File: src/design/hsv_pkg.sv
package hsv_pkg;

  localparam int LEVEL_W = 8;
  localparam int FRAC_W  = 16;
  localparam int PROD_W  = 24;
  localparam int NUM_W   = 32;

  localparam logic [LEVEL_W-1:0] LEVEL_FULL = 8'd255;
  // 255 * 65536, the common denominator of q and t
  localparam logic [PROD_W-1:0]  DEN_QT     = 24'hFF0000;
  localparam logic [FRAC_W:0]    FRAC_ONE   = 17'h10000;

  typedef logic [2:0] sector_t;

  localparam sector_t SECT_RED_YEL = 3'd0;
  localparam sector_t SECT_YEL_GRN = 3'd1;
  localparam sector_t SECT_GRN_CYN = 3'd2;
  localparam sector_t SECT_CYN_BLU = 3'd3;
  localparam sector_t SECT_BLU_MAG = 3'd4;

  // after hue split and saturation products
  typedef struct packed {
    logic                valid;
    sector_t             sector;
    logic [LEVEL_W-1:0]  v;
    logic [LEVEL_W-1:0]  ps;
    logic [PROD_W-1:0]   sq;
    logic [PROD_W-1:0]   st;
  } split_t;

  // scaled levels before the divide by 255
  typedef struct packed {
    logic                valid;
    sector_t             sector;
    logic [LEVEL_W-1:0]  v;
    logic [FRAC_W-1:0]   mp;
    logic [FRAC_W-1:0]   mq;
    logic [FRAC_W-1:0]   mt;
  } level_t;

endpackage

File: src/design/hsv_split.sv
module hsv_split (
  input  logic                 clk,
  input  logic                 rst,
  input  logic                 in_valid,
  input  logic [15:0]          hue,
  input  logic [7:0]           saturation,
  input  logic [7:0]           brightness,
  output hsv_pkg::split_t      split
);
  import hsv_pkg::*;

  logic [18:0]       x;
  logic [FRAC_W-1:0] f;
  logic [FRAC_W:0]   g;
  logic [PROD_W:0]   st_full;

  // hue * 6 as shift and add
  assign x       = {1'b0, hue, 2'b00} + {2'b00, hue, 1'b0};
  assign f       = x[FRAC_W-1:0];
  assign g       = FRAC_ONE - {1'b0, f};
  // s * (65536 - f) never exceeds 255 * 65536, top bit is always zero
  assign st_full = {17'd0, saturation} * {8'd0, g};

  always_ff @(posedge clk) begin
    if (rst) begin
      split.valid <= 1'b0;
    end else begin
      split.valid <= in_valid;
    end
    split.sector <= x[18:16];
    split.v      <= brightness;
    split.ps     <= LEVEL_FULL - saturation;
    split.sq     <= {16'd0, saturation} * {8'd0, f};
    split.st     <= st_full[PROD_W-1:0];
  end

endmodule

File: src/design/hsv_level.sv
module hsv_level (
  input  logic             clk,
  input  logic             rst,
  input  hsv_pkg::split_t  split,
  output hsv_pkg::level_t  level
);
  import hsv_pkg::*;

  logic [PROD_W-1:0] aq;
  logic [PROD_W-1:0] at;
  logic [NUM_W-1:0]  nq;
  logic [NUM_W-1:0]  nt;
  logic [15:0]       np;

  assign aq = DEN_QT - split.sq;
  assign at = DEN_QT - split.st;
  assign nq = {24'd0, split.v} * {8'd0, aq};
  assign nt = {24'd0, split.v} * {8'd0, at};
  assign np = {8'd0, split.v} * {8'd0, split.ps};

  // floor(n / 65536) first for q and t, p is taken unscaled, the divide by 255 follows
  always_ff @(posedge clk) begin
    if (rst) begin
      level.valid <= 1'b0;
    end else begin
      level.valid <= split.valid;
    end
    level.sector <= split.sector;
    level.v      <= split.v;
    level.mp     <= np;
    level.mq     <= nq[NUM_W-1:FRAC_W];
    level.mt     <= nt[NUM_W-1:FRAC_W];
  end

endmodule

File: src/design/hsv_div255.sv
module hsv_div255 (
  input  logic        clk,
  input  logic [15:0] m,
  output logic [7:0]  quo
);

  logic [23:0] m257;
  logic [7:0]  est;
  logic [15:0] m_q;
  logic [15:0] rem;

  // m * 257 / 65536 undershoots m / 255 by less than one
  assign m257 = {8'd0, m} + {m, 8'd0};

  always_ff @(posedge clk) begin
    est <= m257[23:16];
    m_q <= m;
  end

  assign rem = m_q - ({est, 8'd0} - {8'd0, est});
  assign quo = (rem >= 16'd255) ? est + 8'd1 : est;

endmodule

File: src/design/hsv_to_rgb_converter_top.sv
// channel | dir | signals                         | beat
// --------+-----+---------------------------------+-------------------------
// pixel   | in  | hue, saturation, brightness     | start && !busy
// color   | out | red, green, blue                | done, one cycle only
//
// one pixel per clock
// stages: hue split and saturation products, value products, reciprocal
// estimate of the divide by 255, correction and channel pick
// busy is never raised since every stage advances each cycle
// the receiver cannot stall, so results are never held
// synchronous reset clears the valid bits of all stages
module hsv_to_rgb_converter_top (
  input  logic       clk,
  input  logic       rst,
  input  logic       start,
  output logic       busy,
  input  logic [15:0] hue,
  input  logic [7:0] saturation,
  input  logic [7:0] brightness,
  output logic       done,
  output logic [7:0] red,
  output logic [7:0] green,
  output logic [7:0] blue
);
  import hsv_pkg::*;

  split_t  split;
  level_t  level;

  // sector and value ride alongside the divider stage
  logic    div_valid;
  sector_t div_sector;
  logic [LEVEL_W-1:0] div_v;

  logic [LEVEL_W-1:0] p;
  logic [LEVEL_W-1:0] q;
  logic [LEVEL_W-1:0] t;
  logic [LEVEL_W-1:0] red_next;
  logic [LEVEL_W-1:0] green_next;
  logic [LEVEL_W-1:0] blue_next;

  // fully pipelined, a new beat is taken every cycle
  assign busy = 1'b0;

  hsv_split u_split (
    .clk        (clk),
    .rst        (rst),
    .in_valid   (start && !busy),
    .hue        (hue),
    .saturation (saturation),
    .brightness (brightness),
    .split      (split)
  );

  hsv_level u_level (
    .clk   (clk),
    .rst   (rst),
    .split (split),
    .level (level)
  );

  hsv_div255 u_div_p (.clk(clk), .m(level.mp), .quo(p));
  hsv_div255 u_div_q (.clk(clk), .m(level.mq), .quo(q));
  hsv_div255 u_div_t (.clk(clk), .m(level.mt), .quo(t));

  always_ff @(posedge clk) begin
    if (rst) begin
      div_valid <= 1'b0;
    end else begin
      div_valid <= level.valid;
    end
  end

  always_ff @(posedge clk) begin
    div_sector <= level.sector;
    div_v      <= level.v;
  end

  // channel pick by sector, the last sector takes the default arm
  always_comb begin
    case (div_sector)
      SECT_RED_YEL: begin
        red_next = div_v; green_next = t;     blue_next = p;
      end
      SECT_YEL_GRN: begin
        red_next = q;     green_next = div_v; blue_next = p;
      end
      SECT_GRN_CYN: begin
        red_next = p;     green_next = div_v; blue_next = t;
      end
      SECT_CYN_BLU: begin
        red_next = p;     green_next = q;     blue_next = div_v;
      end
      SECT_BLU_MAG: begin
        red_next = t;     green_next = p;     blue_next = div_v;
      end
      default: begin
        red_next = div_v; green_next = p;     blue_next = q;
      end
    endcase
  end

  always_ff @(posedge clk) begin
    if (rst) begin
      done <= 1'b0;
    end else begin
      done <= div_valid;
    end
  end

  always_ff @(posedge clk) begin
    red   <= red_next;
    green <= green_next;
    blue  <= blue_next;
  end

  // every accepted pixel comes out as a done strobe
  a_latency: assert property (@(posedge clk) disable iff (rst)
    (start && !busy) |-> ##4 done)
    else $error("accepted pixel did not come out after four cycles");

  // no result without a matching start
  a_no_spurious: assert property (@(posedge clk) disable iff (rst)
    done |-> $past(start, 4))
    else $error("result strobe without an accepted pixel");

  // one channel always carries the value
  a_max_channel: assert property (@(posedge clk) disable iff (rst)
    done |-> (red == $past(brightness, 4) || green == $past(brightness, 4) ||
              blue == $past(brightness, 4)))
    else $error("no channel equals the value");

  // zero saturation gives grey
  a_grey: assert property (@(posedge clk) disable iff (rst)
    (start && saturation == 8'd0) |-> ##4
      (red == $past(brightness, 4) && green == red && blue == red))
    else $error("zero saturation did not give grey");

endmodule
File: config.mk
export PLATFORM = sky130hd
export DESIGN_NAME = hsv_to_rgb_converter_top
export DESIGN_NICKNAME = d
export VERILOG_FILES = /design/src/design/hsv_pkg.sv /design/src/design/hsv_split.sv /design/src/design/hsv_level.sv /design/src/design/hsv_div255.sv /design/src/design/hsv_to_rgb_converter_top.sv
export SDC_FILE = /design/constraint.sdc
export NUM_CORES = 2
export LEC_CHECK = 0
export ABC_CLOCK_PERIOD_IN_PS = 9600
export BUFFER_PORTS_ARGS = -buffer_cell sky130_fd_sc_hd__buf_2
export CAP_MARGIN = 25
export CORE_MARGIN = 2
export CORE_UTILIZATION = 50
export DETAILED_ROUTE_END_ITERATION = 7
export PLACE_DENSITY = 0.71
export SLEW_MARGIN = 15
export SYNTH_ARGS = -nofsm -noshare
export SYNTH_HDL_FRONTEND = slang
export SYNTH_SLANG_ARGS = --single-unit
File: constraint.sdc
create_clock -name clk -period 9.6 [get_ports clk]
set_input_delay 0.96 -clock clk [delete_from_list [all_inputs] [get_ports clk]]
set_output_delay 0.96 -clock clk [all_outputs]
set_load 0.01 [all_outputs]
==> flow_metrics.py <==
metrics = {
    "synth": {
        "post_synth_num_cell_types": 89,
        "synth_top_family_by_area": "adder cells",
        "synthMuxAreaShare_pct": 0.655,
        "synthCells": 3460,
        "syn-num-nets": 4291,
        "synthArstFlopShare_pct": 0,
        "seq_area_frac_synth_pct": 15.1,
        "synth_top_area_share_pct": 29.0,
        "synth.avg_cell_area_um2": 8.95,
        "yosys.area.top_type": "fa_1",
        "synthAdderAreaFrac_pct": 43.0,
        "ys_dominant_reg_cell": "dfxtp_1",
        "yosys-top-cells-area": "fa_1, dfxtp_1, ha_1",
        "synthSimpleGateAreaFrac_pct": 18.6,
        "synth_xor_area_share_pct": 5.98,
        "synth_edf_count": 0,
        "syn_area_mm2": 0.0310,
        "synth_warnings": 0,
        "ys_seq_elements": 234,
        "synth_compound_area_share_pct": 8.35,
    },
    "critical_path": {
        "slowest_stage": "xor2_1",
        "path_delay_family": "adder cells",
        "worstSetupStartpointType": "input port",
        "cpMostUsedCell": "fa_1",
        "timing.rr.start": "u_split.split[25]",
        "critical_path_required_ps": 10040,
        "reg2reg_slack_ps": 2170,
        "path_max_fanout": 10,
        "cp-end-kind": "flop",
        "reg2reg_to": "u_level.level[30]",
        "critical_path_class": "input port to flop",
        "r2r_cells": 23,
        "startpoint": "hue[0]",
        "cp.arrival_ps": 8200,
        "max_stage_delay_ps": 640,
        "critPathBufInv": 4,
    },
    "layout": {
        "multiInputGateArea_mm2": 0.0237,
        "area.growth.synth_to_final_pct": 6.23,
        "postLayoutCellArea_mm2": 0.0329,
        "final_common_cell": "inv_1",
        "num-nets-final": 4294,
        "num-fill-cells": 5568,
        "drive_above_1_share_pct": 4.80,
        "layout.cells.non_filler": 4275,
        "final_cell_mix": "inv_1, fa_1, nand2_1",
        "register_area_mm2": 0.00469,
    },
    "run_status": {
        "status": "finished clean",
    },
    "grt": {
        "grt_pass1_vias": 23500,
        "grt_pass1_wl_um": 114000,
        "antenna_found_initial": 4,
        "track_usage_pct": 21.7,
        "grt_max_degree": 55,
        "grt-ovfl-total": 0,
    },
    "die": {
        "core.rowCount": 91,
        "die_height_um": 253,
        "core_area_mm2": 0.0615,
        "fp.dieArea_mm2": 0.0639,
        "start_util_pct": 50.4,
        "io_pins": 61,
        "die_width_um": 253,
    },
    "clock_network": {
        "htree_levels": 1,
        "hold_buffers": 0,
        "clk_latency_ps": 570,
        "clkTransAtPathRegs_ps": 60,
        "cts_buffers": 27,
        "postCtsSetupBuffers": 0,
        "cts_tree": "done",
        "cts_buffer_depth": 3,
        "post_cts_resized": 0,
        "cts-root-buf": "clkbuf_16",
        "clock-sinks": 234,
    },
    "timing": {
        "whs_ps": 322,
        "worstMarginPinSlew_ps": 974,
        "rsz0062_at_grt": "no",
        "hold_viol_final": 0,
        "fin_tns_setup_ps": 0,
        "min_period_ps": 7760,
        "fmax_mhz": 129,
        "fin_crit_sh_pct": 80.8,
        "setup_viol": 0,
        "slew_viol_final": 0,
        "slew_headroom_pct": 34.8,
        "clock_skew_ps": 11.4,
    },
    "placed_design": {
        "dpl.cell_count": 4222,
        "portBuffers": 59,
        "gp_congestion": 0.873,
        "dp_hpwl_um": 54300,
        "placed_cell_area_mm2": 0.0320,
    },
    "route": {
        "first_pass_iters": 7,
        "drt-initial-drc-count": 1240,
        "routed_wl_um": 67400,
        "viasPerCell": 5.34,
        "vias": 22800,
        "drc": 0,
        "post_drt_wl_per_cell_um": 15.8,
        "ant_nets": 0,
    },
    "run": {
        "drv_cap": 0,
    },
    "min_path": {
        "holdPathStages": 0,
        "min_to": "div_v[6]",
        "hold_class": "flop to flop",
        "min_from": "u_level.level[54]",
    },
}
kinds of logic (layout without fill, tap and decap cells):
kind of cell,after synthesis,after routing
compound gates,388,388
xor+xnor,208,208
fa+ha+maj,796,796
buf+inv,674,696
flops,234,234
mux,20,20
other cells,1,4
simple gates,1139,1139
routing by layer:
layer | vias up | part of all wire (%) | global-route usage, %
met5 | - | 0 | 0
met4 | 0 | 1.9 | 3.92
met3 | 85 | 4.8 | 2.27
met2 | 637 | 49 | 39.2
met1 | 11100 | 44 | 28.2
li1 | 11000 | - | -
per-stage QoR:
| step | setup slack, ps | utilization (%) |
|---|---|---|
| after global routing | 1370 | 53.5 |
| after global placement | 1550 | 52.0 |
| final | 1840 | 53.5 |
| after detailed placement | 1280 | 52.0 |
| after CTS | 1850 | 53.5 |
| after floorplan | 2310 | - |
state kept, by name, summed over array words and instances (netlist names):
signal         count
green              8
blue               8
u_div_p.m_q       16
u_split.split     65
done               1
u_div_t.est        8
div_valid          1
div_sector         3
u_level.level     60
u_div_q.m_q       16
red                8
u_div_q.est        8
u_div_p.est        8
u_div_t.m_q       16
div_v              8
how the worst max path moves through the flow:
stage | endpoint | slack [ps] | cells after the start
final | u_split.split[23] | 1840 | 28
after global routing | u_split.split[23] | 1370 | 28
after CTS | u_split.split[23] | 1850 | 24
after detailed placement | u_split.split[23] | 1280 | 24
after global placement | u_split.split[23] | 1550 | 24
after floorplan | u_split.split[23] | 2310 | 27
synthesized netlist by cell type, types with 31 or more instances:
cell,n
and2_1,304
nor2_1,121
o21ai_0,78
inv_1,570
xnor2_1,139
a21o_1,47
xor2_1,66
clkbuf_1,94
fa_1,448
nand2b_1,31
nor3_1,59
nand3_1,41
dfxtp_1,234
a21oi_1,98
nand2_1,428
ha_1,348
final cells by class:
| type | count | share of cell area [%] |
|---|---|---|
| clock buffer | 36 | 2.25 |
| sequential | 234 | 14.3 |
| multi-input combinational | 2552 | 72.2 |
| clock inverter | 12 | 0.506 |
| tap | 790 | 3.01 |
| antenna | 3 | 0.0228 |
| timing repair buffer | 75 | 1.26 |
| inverter | 573 | 6.54 |
Power is left out: the tool's default activity adds up to more than one toggle a clock period on the data nets, which glitch-free logic cannot reach.
